### src/rtl/ircfb_pkg.sv
// constants, types and helper functions of the ir climate frame builder
`default_nettype none

package ircfb_pkg;

	// command kinds
	localparam logic [1:0] KIND_CLIMATE = 2'd0;
	localparam logic [1:0] KIND_LIGHT   = 2'd1;
	localparam logic [1:0] KIND_DISPLAY = 2'd2;
	localparam logic [1:0] KIND_VOLTAGE = 2'd3;

	// operating modes
	localparam logic [1:0] MODE_OFF  = 2'd0;
	localparam logic [1:0] MODE_COOL = 2'd1;
	localparam logic [1:0] MODE_HEAT = 2'd2;
	localparam logic [1:0] MODE_FAN  = 2'd3;

	// configuration register indexes
	localparam logic CFG_USE_POWER_BIT = 1'b0;
	localparam logic CFG_PACKET_GAP_MS = 1'b1;

	localparam int CFG_DATA_W = 10;
	localparam int GAP_W      = 17;
	localparam int GAP_PROD_W = 20;

	// timing constants in microseconds
	localparam logic [GAP_W-1:0]      RAW_GAP_US      = 17'd25300;
	localparam logic [GAP_W-1:0]      MSG_SPACE_US    = 17'd20000;
	localparam logic [GAP_W-1:0]      DEF_PACKET_GAP  = 17'd40000;
	localparam logic [GAP_PROD_W-1:0] MAX_PACKET_GAP  = 20'd120000;
	localparam logic [GAP_PROD_W-1:0] ALT_DEFAULT_GAP = 20'd7000;
	localparam logic [GAP_PROD_W-1:0] MS_TO_US        = 20'd1000;

	// fixed packet bytes
	localparam logic [7:0] CSUM_SEED     = 8'h0A;
	localparam logic [7:0] MARKER_FIRST  = 8'h58;
	localparam logic [7:0] MARKER_SECOND = 8'h78;
	localparam logic [7:0] TAIL_FIRST_B5 = 8'h20;
	localparam logic [7:0] BOOST_BIT     = 8'h10;
	localparam logic [7:0] SWING_BIT     = 8'h80;
	localparam logic [7:0] POWER_FLAG    = 8'h08;
	localparam logic [7:0] ION_FLAG      = 8'h40;
	localparam logic [7:0] SLEEP_BIT     = 8'h80;
	localparam logic [7:0] ECO_TCODE     = 8'h08;
	localparam logic [3:0] ECO_TAIL_LO   = 4'h3;

	localparam logic [2:0] FAN_MAX   = 3'd5;
	localparam logic [1:0] FCODE_MAX = 2'd3;
	localparam logic [5:0] TEMP_MIN  = 6'd16;
	localparam logic [5:0] TEMP_MAX  = 6'd30;

	typedef struct packed {
		logic [1:0] kind;
		logic [1:0] mode;
		logic [1:0] last_on_mode;
		logic [2:0] fan_speed;
		logic [5:0] target_temp;
		logic       eco_on;
		logic       boost_req;
		logic       sleep_req;
		logic       ion_on;
		logic       swing_req;
	} cmd_item_t;

	function automatic logic [7:0] bitrev8(input logic [7:0] v);
		logic [7:0] r;
		for (int i = 0; i < 8; i++) begin
			r[i] = v[7-i];
		end
		return r;
	endfunction

	function automatic logic [31:0] pack4(input logic [7:0] b0, input logic [7:0] b1,
			input logic [7:0] b2, input logic [7:0] b3);
		return {bitrev8(b0), bitrev8(b1), bitrev8(b2), bitrev8(b3)};
	endfunction

	// fixed words of the raw commands
	function automatic logic [31:0] raw_word(input logic [1:0] kind);
		logic [31:0] w;
		case (kind)
			KIND_LIGHT:   w = 32'h008844CC;
			KIND_DISPLAY: w = 32'h22AA66EE;
			KIND_VOLTAGE: w = 32'h55DD33BB;
			default:      w = 32'h0;
		endcase
		return w;
	endfunction

endpackage

`default_nettype wire

### src/rtl/ir_climate_frame_builder.sv
// top level of the ir climate frame builder: command register, word sequencer, output register
`default_nettype none

// channel  | handshake             | payload
// ---------+-----------------------+---------------------------------------------------
// in       | in_valid / in_ready   | kind, mode, last_on_mode, fan_speed, target_temp,
//          |                       | eco_on, boost_req, sleep_req, ion_on, swing_req
// out      | out_valid / out_ready | code_word, with_header, gap_after_us, last
// cfg      | cfg_we (no wait)      | cfg_index, cfg_data
//
// a climate item gives four words, one per cycle while out_ready does not stall, and
// holds the command register until its last word is loaded; a raw command gives one word
// the word for the current sequence index is built by short logic from the command
// register and loaded into the output register; the next item is taken in the cycle
// the last word of the current one is loaded
// arst_n clears the valid flags and the sequence index and loads the config registers
// with their reset values
// a stall on out_ready holds the output register and, behind it, the command register

module ir_climate_frame_builder (
	input  wire logic        clk,
	input  wire logic        arst_n,

	input  wire logic        in_valid,
	output logic             in_ready,
	input  wire logic [1:0]  kind,
	input  wire logic [1:0]  mode,
	input  wire logic [1:0]  last_on_mode,
	input  wire logic [2:0]  fan_speed,
	input  wire logic [5:0]  target_temp,
	input  wire logic        eco_on,
	input  wire logic        boost_req,
	input  wire logic        sleep_req,
	input  wire logic        ion_on,
	input  wire logic        swing_req,

	output logic             out_valid,
	input  wire logic        out_ready,
	output logic [31:0]      code_word,
	output logic             with_header,
	output logic [16:0]      gap_after_us,
	output logic             last,

	input  wire logic        cfg_we,
	input  wire logic        cfg_index,
	input  wire logic [ircfb_pkg::CFG_DATA_W-1:0] cfg_data
);

	// config registers; the packet gap is kept already converted to microseconds
	logic                              use_power_q;
	logic [ircfb_pkg::GAP_W-1:0]       pkt_gap_q;
	logic [ircfb_pkg::GAP_PROD_W-1:0]  gap_prod;
	logic [ircfb_pkg::GAP_W-1:0]       gap_new;

	// command register and word index
	ircfb_pkg::cmd_item_t cmd_s1;
	logic                 valid_s1;
	logic [1:0]           idx_q;

	// output register
	logic                              out_valid_q;
	logic [31:0]                       word_q;
	logic                              hdr_q;
	logic [ircfb_pkg::GAP_W-1:0]       gap_q;
	logic                              last_q;

	logic                 in_fire;
	logic                 load;
	logic                 is_raw;
	logic                 last_word;
	logic                 second;

	// field decode of the held command
	logic [1:0]  eff_mode;
	logic [2:0]  fan_eff;
	logic [1:0]  fcode;
	logic [5:0]  temp_cl;
	logic [7:0]  ctl;
	logic [7:0]  tcode;
	logic [7:0]  flags;
	logic [7:0]  marker;
	logic [7:0]  b5;
	logic [7:0]  b6;
	logic [3:0]  b7_lo;
	logic [3:0]  csum;
	logic [7:0]  b7;

	// next word
	logic [31:0]                 word_d;
	logic                        hdr_d;
	logic [ircfb_pkg::GAP_W-1:0] gap_d;

	// ms to us conversion of a packet gap write, with the default substitution
	always_comb begin
		gap_prod = ircfb_pkg::GAP_PROD_W'(cfg_data) * ircfb_pkg::MS_TO_US;
		if (gap_prod == ircfb_pkg::ALT_DEFAULT_GAP || gap_prod > ircfb_pkg::MAX_PACKET_GAP) begin
			gap_new = ircfb_pkg::DEF_PACKET_GAP;
		end else begin
			gap_new = gap_prod[ircfb_pkg::GAP_W-1:0];
		end
	end

	always_ff @(posedge clk or negedge arst_n) begin
		if (!arst_n) begin
			use_power_q <= 1'b1;
			pkt_gap_q   <= ircfb_pkg::DEF_PACKET_GAP;
		end else if (cfg_we) begin
			case (cfg_index)
				ircfb_pkg::CFG_USE_POWER_BIT: use_power_q <= cfg_data[0];
				ircfb_pkg::CFG_PACKET_GAP_MS: pkt_gap_q   <= gap_new;
				default: ;
			endcase
		end
	end

	// handshake and sequencing
	assign is_raw    = (cmd_s1.kind != ircfb_pkg::KIND_CLIMATE);
	assign last_word = is_raw || (idx_q == 2'd3);
	assign load      = valid_s1 && (!out_valid_q || out_ready);
	assign in_ready  = !valid_s1 || (load && last_word);
	assign in_fire   = in_valid && in_ready;
	assign second    = idx_q[1];

	always_ff @(posedge clk or negedge arst_n) begin
		if (!arst_n) begin
			valid_s1 <= 1'b0;
			idx_q    <= 2'd0;
		end else begin
			if (in_fire) begin
				valid_s1 <= 1'b1;
			end else if (load && last_word) begin
				valid_s1 <= 1'b0;
			end
			if (load) begin
				idx_q <= last_word ? 2'd0 : idx_q + 2'd1;
			end
		end
	end

	always_ff @(posedge clk) begin
		if (in_fire) begin
			cmd_s1 <= '{kind: kind, mode: mode, last_on_mode: last_on_mode,
				fan_speed: fan_speed, target_temp: target_temp, eco_on: eco_on,
				boost_req: boost_req, sleep_req: sleep_req, ion_on: ion_on,
				swing_req: swing_req};
		end
	end

	// packet bytes of the held command
	always_comb begin
		eff_mode = (cmd_s1.mode == ircfb_pkg::MODE_OFF) ? cmd_s1.last_on_mode : cmd_s1.mode;

		// turbo and out-of-range speeds both land on the top speed
		if (cmd_s1.boost_req || cmd_s1.fan_speed > ircfb_pkg::FAN_MAX) begin
			fan_eff = ircfb_pkg::FAN_MAX;
		end else begin
			fan_eff = cmd_s1.fan_speed;
		end
		fcode = (fan_eff > 3'(ircfb_pkg::FCODE_MAX)) ? ircfb_pkg::FCODE_MAX : fan_eff[1:0];

		// mode base: eco wins, off given as last mode counts as cool
		if (cmd_s1.eco_on) begin
			ctl = 8'h00;
		end else if (eff_mode == ircfb_pkg::MODE_HEAT) begin
			ctl = 8'h04;
		end else if (eff_mode == ircfb_pkg::MODE_FAN) begin
			ctl = 8'h03;
		end else begin
			ctl = 8'h01;
		end
		if (use_power_q && cmd_s1.mode != ircfb_pkg::MODE_OFF) begin
			ctl = ctl | ircfb_pkg::POWER_FLAG;
		end
		ctl = ctl | {2'b00, fcode, 4'h0};
		if (cmd_s1.ion_on) begin
			ctl = ctl | ircfb_pkg::ION_FLAG;
		end
		if (cmd_s1.sleep_req) begin
			ctl = ctl | ircfb_pkg::SLEEP_BIT;
		end

		if (cmd_s1.target_temp < ircfb_pkg::TEMP_MIN) begin
			temp_cl = ircfb_pkg::TEMP_MIN;
		end else if (cmd_s1.target_temp > ircfb_pkg::TEMP_MAX) begin
			temp_cl = ircfb_pkg::TEMP_MAX;
		end else begin
			temp_cl = cmd_s1.target_temp;
		end
		tcode = cmd_s1.eco_on ? ircfb_pkg::ECO_TCODE : {2'b00, temp_cl - ircfb_pkg::TEMP_MIN};

		flags = (cmd_s1.boost_req ? ircfb_pkg::BOOST_BIT : 8'h00)
			| (cmd_s1.swing_req ? ircfb_pkg::SWING_BIT : 8'h00);
		marker = second ? ircfb_pkg::MARKER_SECOND : ircfb_pkg::MARKER_FIRST;
		b5     = second ? 8'h00 : ircfb_pkg::TAIL_FIRST_B5;
		b6     = second ? {1'b0, fan_eff, 4'h0} : 8'h00;
		b7_lo  = (second && cmd_s1.eco_on) ? ircfb_pkg::ECO_TAIL_LO : 4'h0;

		// nibble checksum, only the low four bits survive
		csum = ircfb_pkg::CSUM_SEED[3:0] + ctl[3:0] + tcode[3:0] + flags[3:0] + marker[3:0]
			+ b5[7:4] + b6[7:4];
		b7 = {csum, b7_lo};

		if (is_raw) begin
			word_d = ircfb_pkg::raw_word(cmd_s1.kind);
			hdr_d  = 1'b1;
			gap_d  = ircfb_pkg::RAW_GAP_US;
		end else begin
			hdr_d = !idx_q[0];
			if (idx_q[0]) begin
				word_d = ircfb_pkg::pack4(8'h00, b5, b6, b7);
			end else begin
				word_d = ircfb_pkg::pack4(ctl, tcode, flags, marker);
			end
			case (idx_q)
				2'd1:    gap_d = pkt_gap_q;
				2'd3:    gap_d = ircfb_pkg::RAW_GAP_US;
				default: gap_d = ircfb_pkg::MSG_SPACE_US;
			endcase
		end
	end

	// output register
	always_ff @(posedge clk or negedge arst_n) begin
		if (!arst_n) begin
			out_valid_q <= 1'b0;
		end else if (load) begin
			out_valid_q <= 1'b1;
		end else if (out_ready) begin
			out_valid_q <= 1'b0;
		end
	end

	always_ff @(posedge clk) begin
		if (load) begin
			word_q <= word_d;
			hdr_q  <= hdr_d;
			gap_q  <= gap_d;
			last_q <= last_word;
		end
	end

	assign out_valid    = out_valid_q;
	assign code_word    = word_q;
	assign with_header  = hdr_q;
	assign gap_after_us = gap_q;
	assign last         = last_q;

endmodule

`default_nettype wire
### config.mk
export PLATFORM = sky130hd
export DESIGN_NAME = ir_climate_frame_builder
export DESIGN_NICKNAME = d
export VERILOG_FILES = /design/src/rtl/ircfb_pkg.sv /design/src/rtl/ir_climate_frame_builder.sv
export SDC_FILE = /design/constraint.sdc
export NUM_CORES = 1
export LEC_CHECK = 0
export BUFFER_PORTS_ARGS = -buffer_cell sky130_fd_sc_hd__buf_2
export CAP_MARGIN = 40
export CELL_PAD_IN_SITES_DETAIL_PLACEMENT = 1
export CELL_PAD_IN_SITES_GLOBAL_PLACEMENT = 1
export CORE_MARGIN = 1
export CORE_UTILIZATION = 46
export CTS_CLUSTER_DIAMETER = 50
export DETAILED_ROUTE_END_ITERATION = 12
export MAX_ROUTING_LAYER = met4
export PLACE_DENSITY_LB_ADDON = 0.3
export REMOVE_ABC_BUFFERS = 1
export SYNTH_ARGS = -nofsm -noshare
export SYNTH_HDL_FRONTEND = slang
export SYNTH_SLANG_ARGS = --single-unit
### constraint.sdc
create_clock -name clk -period 3.1 [get_ports clk]
set_input_delay 0.62 -clock clk [delete_from_list [all_inputs] [get_ports clk]]
set_output_delay 0.62 -clock clk [all_outputs]
set_load 0.02 [all_outputs]
## Word level (Yosys, flattened, before mapping)

Cells that the tools add are included.

- Register bits: 93

- Add/sub/neg operators: 8
- Multiply operators: 1
- Magnitude comparators: 5
- Equal/unequal tests: 8
- Mux-type cells: 28
- Bitwise gates (word level): 3
- Reduce and logical (&&, ||, !) cells: 20

Operators with widths:

| operator | count |
|---|---|
| 31-bit case mux with 3 select lines | 1 |
| 32-bit two-way mux | 2 |
| 17-bit case mux with 2 select lines | 1 |
| 6-bit two-way mux | 5 |
| 20-bit by 17-bit greater-than comparator with 1-bit output (second input constant) | 1 |
| 17-bit by 10-bit == test with 1-bit output (second input constant) | 1 |
| 10-bit by 7-bit multiplier with 17-bit output (second input constant) | 1 |
| 17-bit two-way mux | 1 |
| 8-bit two-way mux | 2 |
| 7-bit two-way mux | 2 |
| 4-bit adder | 3 |
| 2-bit == test (second input constant) | 5 |
| 2-bit two-way mux | 5 |
| 3-bit two-way mux | 3 |
| 5-bit by 8-bit bitwise OR with 8-bit output | 1 |
| 2-bit nonzero test | 4 |
| 6-bit by 5-bit greater-than comparator with 1-bit output (second input constant) | 1 |
| 6-bit by 5-bit < comparator with 1-bit output (second input constant) | 1 |
| 4-bit by 6-bit bitwise OR with 6-bit output | 1 |
| 6-bit by 5-bit subtractor with 6-bit output (second input constant) | 1 |
| 1-bit logical AND | 5 |
| 1-bit logical OR | 5 |
| 5-bit two-way mux | 1 |
| 4-bit by 2-bit adder with 4-bit output | 1 |
| 12 further kinds | 19 |

## Logic depth before layout (Yosys ltp)

Gate-level depths: netlist of run 1.

- Word-level depth: 18
- Gate-level depth with buffers: 18
- Gate-level depth less buffers: 16

## Worst setup path before layout of run 1

No wires, ideal clock.

- Path type: in2reg
- From: input cfg_data[1] (netlist bit)
- To: register pkt_gap_q[16] (netlist bit)
- Library setup time: 0.133 ns
- Arrival time: 4.580 ns
- Slack: -1.614 ns
- Stages: 13
- Path through: fa_1 > fa_1 > fa_1 > fa_1 > ha_1 > a21oi_2 > and2_2 > a21boi_2 > or3_4 > a2111o_1 > o2111ai_2 > buf_6 > o21ai_0

- Cells in the longest elaborated chain, start to end: 4
- Elaborated cells between the ends (all ways): 5
- Classes of those cells: 1 x mul; 1 x order compare; 1 x eq/ne; 1 x mux; 1 x reduce/logical

RTL lines:

| element | RTL line | RTL |
|---|---|---|
| start, declared | ir_climate_frame_builder.sv:46 | `input wire logic [ircfb_pkg::CFG_DATA_W-1:0] cfg_data` |
| 10-bit by 7-bit multiplier with 17-bit output (*) | ir_climate_frame_builder.sv:95 | `gap_prod = ircfb_pkg::GAP_PROD_W'(cfg_data) * ircfb_pkg::MS_TO_US;` |
| 20-bit by 17-bit greater-than comparator with 1-bit output / 17-bit by 10-bit == test with 1-bit output (equally long branches) | ir_climate_frame_builder.sv:96 | `if (gap_prod == ircfb_pkg::ALT_DEFAULT_GAP \|\| gap_prod > ircfb_pkg::MAX_PACKET_GAP) begin` |
| 1-bit logical OR | ir_climate_frame_builder.sv:96 |  |
| 17-bit two-way mux (*) | ir_climate_frame_builder.sv:96 |  |
| end signal, assigned | ir_climate_frame_builder.sv:106 | `pkt_gap_q <= ircfb_pkg::DEF_PACKET_GAP;` |
| end signal, assigned | ir_climate_frame_builder.sv:110 | `ircfb_pkg::CFG_PACKET_GAP_MS: pkt_gap_q <= gap_new;` |
| end, declared | ir_climate_frame_builder.sv:51 | `logic [ircfb_pkg::GAP_W-1:0] pkt_gap_q;` |

Every way passes the cells marked *; elsewhere a longest branch is shown, timed or not.
A chain may end at the register's enable or synchronous reset.

## Final worst setup path of run 1

- From: input cfg_data[4] (netlist bit)
- To: register pkt_gap_q[3] (netlist bit)

- Cells in the longest elaborated chain, start to end: 4
- Elaborated cells between the ends (all ways): 5
- Classes of those cells: 1 x mul; 1 x order compare; 1 x eq/ne; 1 x mux; 1 x reduce/logical

RTL lines:

| element | RTL line |
|---|---|
| 10-bit by 7-bit multiplier with 17-bit output (*) | ir_climate_frame_builder.sv:95 |
| 20-bit by 17-bit greater-than comparator with 1-bit output / 17-bit by 10-bit == test with 1-bit output (equally long branches) | ir_climate_frame_builder.sv:96 |
| 1-bit logical OR (*) | ir_climate_frame_builder.sv:96 |
| 17-bit two-way mux (*) | ir_climate_frame_builder.sv:96 |

Marked as above.

==> run summary, run 1 <==
outcome: finished with violations
failing checks: design-rule violations, negative setup slack
r2r setup slk: 0.09 ns
Synth area leaders: edfxtp_1 (36%), ha_1 (12%), fa_1 (12%), dfrtp_1 (5.9%), inv_1 (3.6%)
layout cells sized above 1: 37.56%
area leader, netlist: edfxtp_1
WP data arrival: 4.96 ns
number of buffers and inverters on the critical path: 3
distinct cell type count after synthesis: 61
first-pass GRT wire length: 24.69 mm
fmax: 212.7 MHz
Routed Antenna Nets: 0
First DRT Iteration DRCs: 244
Congestion Overflow GR: 0
crit path cell chain: buf_8, fa_1, fa_1, fa_1, fa_1, ha_4, a211oi_4, o21ba_4, buf_6, nor2_2, nor4_2, xnor2_2, o2111ai_2, buf_6, o31ai_4
die width: 111.7 microns
Tot GR Track Use: 26.58%
Reg2Reg Depth: 8
Clock Latency Late Sink: 0.35 ns
Async SR Flop Fraction: 22.35%
CP max stage delay: 0.61 ns
CP Class: in -> reg
CP max FO: 6
sequential area share after synthesis: 44.49%
Tightest Pin Transition: 0.7887 ns
TritonCTS Sinks: 85
Initial Util: 47.91%
post-DR vias/cell: 5.584
CTS Buf Count: 9
top cells by count, synth: edfxtp_1 (66), ha_1 (54), inv_1 (53)
CP dominant cell by count: fa_1
setup ws final: -1.602 ns
RR Endpoint: code_word[0]$_DFFE_PP_
Final Cycle Share: 151.7%
core area: 0.01156 sq mm
post-route clock skew: 0.005802 ns
CP Launch Type: input pin
DRC Markers: 10
critical path endpoint category: register
worst slack at placement: -2.174 ns
Critical Path RT: 3.36 ns
Setup violations, final: 14
initial antenna violation count: 0
Die Y: 111.7 microns
stages on the worst setup path: 15
Slew headroom: 47.09%
RSZ-0062 raised after global routing: true
Detailed Place HPWL: 11.48 mm
Reg clk slew, reported paths: 0.06 ns
Rows: 39
pwr dens: 997.5 mW/mm^2
family with the most delay on the worst path: adder cells
Hold Violations, Final: 0
fin crit period: 4.702 ns
total of max-cap violations: 0
Reg area: 0.002465 sq mm
Seq cells post-synth: 85
Fill cells: 1211
placed insts: 788
syn_area_per_cell: 11.38 sq um
most numerous cell in the Yosys netlist: edfxtp_1
multi-input logic area: 0.003168 sq mm
EDFF count, synth: 66
worst min-delay path class: in -> async
Synth-to-Final Area Change: 35.70%
Syn Inst Count: 487
DIE AREA: 0.01249 sq mm
Post-Route Setup TNS: -21.43 ns
antenna cell count: 0
routed wire length: 16.88 mm
Slew Viols, Final: 0
CP max stage cell: fa_1
Top FF cell, synth: edfxtp_1
H-tree depth: 3
IO Pins: 89
drt pass-1 iters: 9
clock root buffer: clkbuf_16
vias in the first global route: 4947
Reg-to-Reg Start: cmd_s1[4]$_DFFE_PP_
VDD IR-drop max: 658.5 uV
crit path launch: cfg_data[4]
Finished Layout Cells: 814
Post-CTS Hold Buffers: 0
Critical Path Sink: pkt_gap_q[3]$_DFFE_PN0P_
Lkg Pwr: 3.386 nW
wire per inst: 20.74 microns
Post-Syn Area: 0.005540 sq mm
clk buf depth: 2
TritonCTS clock tree: yes
Synth top area share: 35.77%
Buffers on Ports: 85
pin count of the biggest net entering global routing: 22
Nets: 789
routability cong.: 0.8391
Ys Warns: 0
via count: 4545
==> what timing repair did <==
| item | CTS | global route |
|---|---|---|
| pin swaps | 30 | 28 |
| endpoints found under the setup margin | 14 | 16 |
| setup buffers | 2 | 7 |
| gates cloned | 1 | 0 |
| gates resized for setup | 46 | 37 |
==> layout make-up <==
| type | instances | area share [%] |
|---|---|---|
| tap | 143 | 2.380 |
| inverter | 53 | 2.646 |
| timing repair buffer | 180 | 15.88 |
| clock inverter | 7 | 1.182 |
| multi-input combinational | 337 | 42.14 |
| sequential | 85 | 32.78 |
| clock buffer | 9 | 2.996 |
==> worst reg2reg max path, cell delays in order (launching register included) <==
cell and delay (ns):
edfxtp_1 0.50, or3_1 0.50, fa_1 0.59, inv_1 0.06, ha_1 0.31, ha_1 0.35, a21oi_1 0.17, xnor2_1 0.16
o21ai_0 0.12
==> layout by cell type (no fill, tap or decap), types with 7 or more instances in the layout <==
cell and count:
a21o_1 12, a21oi_1 10, and3_1 7, buf_2 81, buf_4 90, clkbuf_16 9
dfrtp_1 13, edfxtp_1 66, fa_1 33, ha_1 41, ha_4 11, inv_1 52
nand2_1 41, nor2_1 27, nor3_1 7, o21ai_0 22
==> kinds of logic after synthesis <==
logic type | count (synthesis) | synth area share, %
buffers and inverters | 67 | 5.014
AND/OR/NAND/NOR | 133 | 11.88
multiplexers | 2 | 0.3614
flip-flops | 85 | 44.49
XOR/XNOR | 13 | 2.055
AO/OA/AOI/OAI | 99 | 12.01
other | 1 | 0.06769
adder cells (fa/ha/maj) | 87 | 24.12
==> where the power goes <==
group | total (W) | internal (W) | switching (W) | leakage (nW)
Combinational | 0.00486 | 0.00238 | 0.00248 | 2.37
Sequential | 0.00150 | 0.00141 | 0.0000839 | 0.860
Clock | 0.00114 | 0.000701 | 0.000441 | 0.153
==> registers in the layout, indices dropped and copies added, names as in the netlist <==
name          flops
cmd_s1           20
code_word        29
gap_after_us     15
idx_q             2
last              1
out_valid         1
pkt_gap_q        14
use_power_q       1
valid_s1          1
with_header       1
==> per-stage QoR <==
| stage | hold WS, ns | utilization, % | power (W) | area (sq um) |
|---|---|---|---|---|
| 5_1_grt | 0.2425 | 65.01 | 0.007910 | 7518 |
| 4_1_cts | 0.2116 | 62.98 | 0.006735 | 7283 |
| 3_3_place_gp | 0.4591 | 58.03 | 0.004926 | 6711 |
| 3_5_place_dp | 0.4778 | 58.03 | 0.005087 | 6711 |
| 2_1_floorplan | 0.3244 | - | 0.003498 | 5469 |
| 6_report | 0.2101 | 65.01 | 0.007499 | 7518 |
==> per-layer routing <==
metal	vias to the layer above	share of wire, %	GRT usage, %
met2	146	54	47.62
met3	53	4.2	4.137
met5	-	0	-
li1	2078	-	-
met4	0	4.2	11.35
met1	2268	38	29.21
==> how the worst min path moves through the flow <==
stage	start	to	slack (ns)
5_1_grt	arst_n	idx_q[0]$_DFFE_PN0P_	0.24
3_3_place_gp	pkt_gap_q[9]$_DFFE_PN0P_	pkt_gap_q[9]$_DFFE_PN0P_	0.46
4_1_cts	arst_n	valid_s1$_DFFE_PN0P_	0.21
3_5_place_dp	pkt_gap_q[5]$_DFFE_PN0P_	pkt_gap_q[5]$_DFFE_PN0P_	0.48
6_report	arst_n	pkt_gap_q[9]$_DFFE_PN0P_	0.21
2_1_floorplan	arst_n	idx_q[0]$_DFFE_PN0P_	0.32
No activity file was read; power rests on OpenSTA's default activity.
==> run 2, diff against run 1 <==
- CORE_UTILIZATION: 46 -> 49
- clock period: 3.1 -> 6.05 ns (I/O delays scaled with it)
==> run summary, run 2 (synthesis results as in run 1) <==
postcts setup bufs: 0 (was 2)
Final Cycle Share: 93.94%
CTS Buf Count: 9 (unchanged)
VDD IR-drop max: 226.7 uV (was 658.5 uV)
Tot GR Track Use: 24.65% (was 26.58%)
Routed Antenna Nets: 0 (unchanged)
total of max-cap violations: 0 (unchanged)
drt pass-1 iters: 5 (was 9)
commonest cells after routing, fill and taps aside: buf_2 (85), edfxtp_1 (66), ha_1 (54), inv_1 (52), nand2_1 (41) (was buf_4 (90), buf_2 (81), edfxtp_1 (66), inv_1 (52))
CP max stage delay: 0.55 ns (was 0.61 ns)
worst min-delay path class: reg -> reg (was in -> async)
Detailed Place HPWL: 10.41 mm (was 11.48 mm)
WP data arrival: 5.86 ns (was 4.96 ns)
Synth-to-Final Area Change: 15.31% (was 35.70%)
Hold Violations, Final: 0 (unchanged)
Die Y: 108.3 microns (was 111.7 microns)
post-route clock skew: 0.01352 ns (was 0.005802 ns)
DRC Markers: 0 (was 10)
IO Pins: 89 (unchanged)
fin crit period: 5.683 ns
Fin Hold WS: 0.4951 ns (was 0.2101 ns)
Post-CTS Resized: 0 (was 46)
TritonCTS Sinks: 85 (unchanged)
first-pass GRT wire length: 21.19 mm (was 24.69 mm)
hold path start: pkt_gap_q[7]$_DFFE_PN0P_
crit path launch: cfg_data[0] (was cfg_data[4])
via count: 3975 (was 4545)
crit path cell chain: buf_2, fa_1, xor2_1, ha_1, a21o_1, fa_1, fa_1, ha_1, o21ai_0, a21oi_1, o32ai_1, or2_2, a2111o_1, o2111ai_2, o21ai_0 (was buf_8, fa_1, fa_1, fa_1, fa_1, ha_4, a211oi_4, o21ba_4, buf_6, nor2_2, nor4_2, xnor2_2, o2111ai_2, buf_6, o31ai_4)
die width: 108.3 microns (was 111.7 microns)
vias in the first global route: 4171 (was 4947)
Post-CTS Hold Buffers: 0 (unchanged)
Slew Viols, Final: 0 (unchanged)
CP Launch Type: input pin (unchanged)
Initial Util: 50.66% (was 47.91%)
layout cells sized above 1: 20.62% (was 37.56%)
core area: 0.01094 sq mm (was 0.01156 sq mm)
max FFs per register: 29 (unchanged)
Tightest Pin Transition: 0.6249 ns (was 0.7887 ns)
commonest non-fill, non-tap cell in the layout: buf_2 (was buf_4)
Fill cells: 1211 (unchanged)
routed wire length: 13.23 mm (was 16.88 mm)
final core utilization: 58.42% (was 65.01%)
fmax: 176.0 MHz
critical path endpoint category: register (unchanged)
routability cong.: 0.8475 (was 0.8391)
CP Class: in -> reg (unchanged)
Rows: 38 (was 39)
initial antenna violation count: 0 (unchanged)
Critical Path RT: 6.23 ns (was 3.36 ns)
clk buf depth: 2 (unchanged)
Lkg Pwr: 2.855 nW (was 3.386 nW)
First DRT Iteration DRCs: 178 (was 244)
Reg-to-Reg Start: cmd_s1[4]$_DFFE_PP_ (unchanged)
CP dominant cell by count: fa_1 (unchanged)
pin count of the biggest net entering global routing: 50 (was 22)
post-DR vias/cell: 5.544 (was 5.584)
outcome: finished, final reports clean (was finished with violations)
Buffers on Ports: 85 (unchanged)
DIE AREA: 0.01174 sq mm (was 0.01249 sq mm)
Total Power: 0.002725 W (was 0.007499 W)
antenna cell count: 0 (unchanged)
H-tree depth: 3 (unchanged)
Post-Route Setup TNS: 0 ns (was -21.43 ns)
CP max stage cell: fa_1 (unchanged)
Slew headroom: 58.18% (was 47.09%)
Nets: 696 (was 789)
Reg clk slew, reported paths: 0.06 ns (about the same)
Setup violations, final: 0 (was 14)
Clock Latency Late Sink: 0.34 ns (was 0.35 ns)
pwr dens: 426.5 mW/mm^2 (was 997.5 mW/mm^2)
CP max FO: 11 (was 6)
wire per inst: 18.45 microns (was 20.74 microns)
Congestion Overflow GR: 0 (unchanged)
RSZ-0062 raised after global routing: false (was true)
clock root buffer: clkbuf_16 (unchanged)
TritonCTS clock tree: yes (unchanged)
-- run 2: changes by cell type in the layout (fill, tap and decap cells not counted), moves of 4 or more --
cell / previous run / this run
ha_1: 41 / 54
ha_4: 11 / 0
buf_6: 6 / 0
buf_2: 81 / 85
o31ai_1: 1 / 5
o21ai_0: 22 / 29
a211oi_1: 3 / 8
buf_4: 90 / 1
-- run 2: stage by stage --
stage,cells,worst slack [ns],area (sq um)
floorplan,475,0.6780,5469
global placement,701,0.2176,6077
detailed placement,701,0.1304,6077
CTS,716,0.4361,6374
global route,717,0.1860,6389
finish,717,0.3667,6389
-- run 2: layout make-up --
class | instances | area [sq um] | area share, %
Clock buffer | 9 | 225.2 | 3.525
Timing Repair Buffer | 87 | 447.9 | 7.011
Tap cell | 140 | 175.2 | 2.742
Inverter | 53 | 198.9 | 3.114
Multi-Input combinational cell | 337 | 2805 | 43.91
Clock inverter | 6 | 71.32 | 1.116
Sequential cell | 85 | 2465 | 38.58
-- run 2: critical path: cells and delay by family --
kind            cells  cell delay, ns
fa+ha+maj           5            2.10
compound gates      7            1.86
simple gates        1            0.32
xor+xnor            1            0.19
buf+inv             1            0.15
-- run 2: final timing paths --
| path | end | slack (ns) | cells after the start |
|---|---|---|---|
| setup / recovery | pkt_gap_q[14]$_DFFE_PN0P_ | 0.37 | 15 |
| hold / removal | pkt_gap_q[7]$_DFFE_PN0P_ | 0.50 | 2 |
| setup reg to reg | code_word[0]$_DFFE_PP_ | 2.78 | 10 |
| hold reg to reg | pkt_gap_q[7]$_DFFE_PN0P_ | 0.50 | 2 |
| max in group asynchronous | pkt_gap_q[15]$_DFFE_PN1P_ | 4.91 | 1 |
| min in group asynchronous | out_valid$_DFFE_PN0P_ | 0.80 | 1 |
-- run 2: where the power goes --
group	switching [W]	total, W	internal, W
Combinational	0.000856	0.00140	0.000548
Sequential	0.0000415	0.000765	0.000724
Clock	0.000234	0.000556	0.000322
Total	0.00113	0.00272	0.00159
-- run 2: metal layers --
| metal | up-vias | share of wire [%] | track usage, % |
|---|---|---|---|
| met5 | - | 0 | - |
| met4 | 0 | 1.0 | 6.371 |
| met3 | 10 | 3.8 | 3.496 |
| met2 | 95 | 50 | 41.40 |
| met1 | 1982 | 45 | 31.48 |
| li1 | 1888 | - | - |
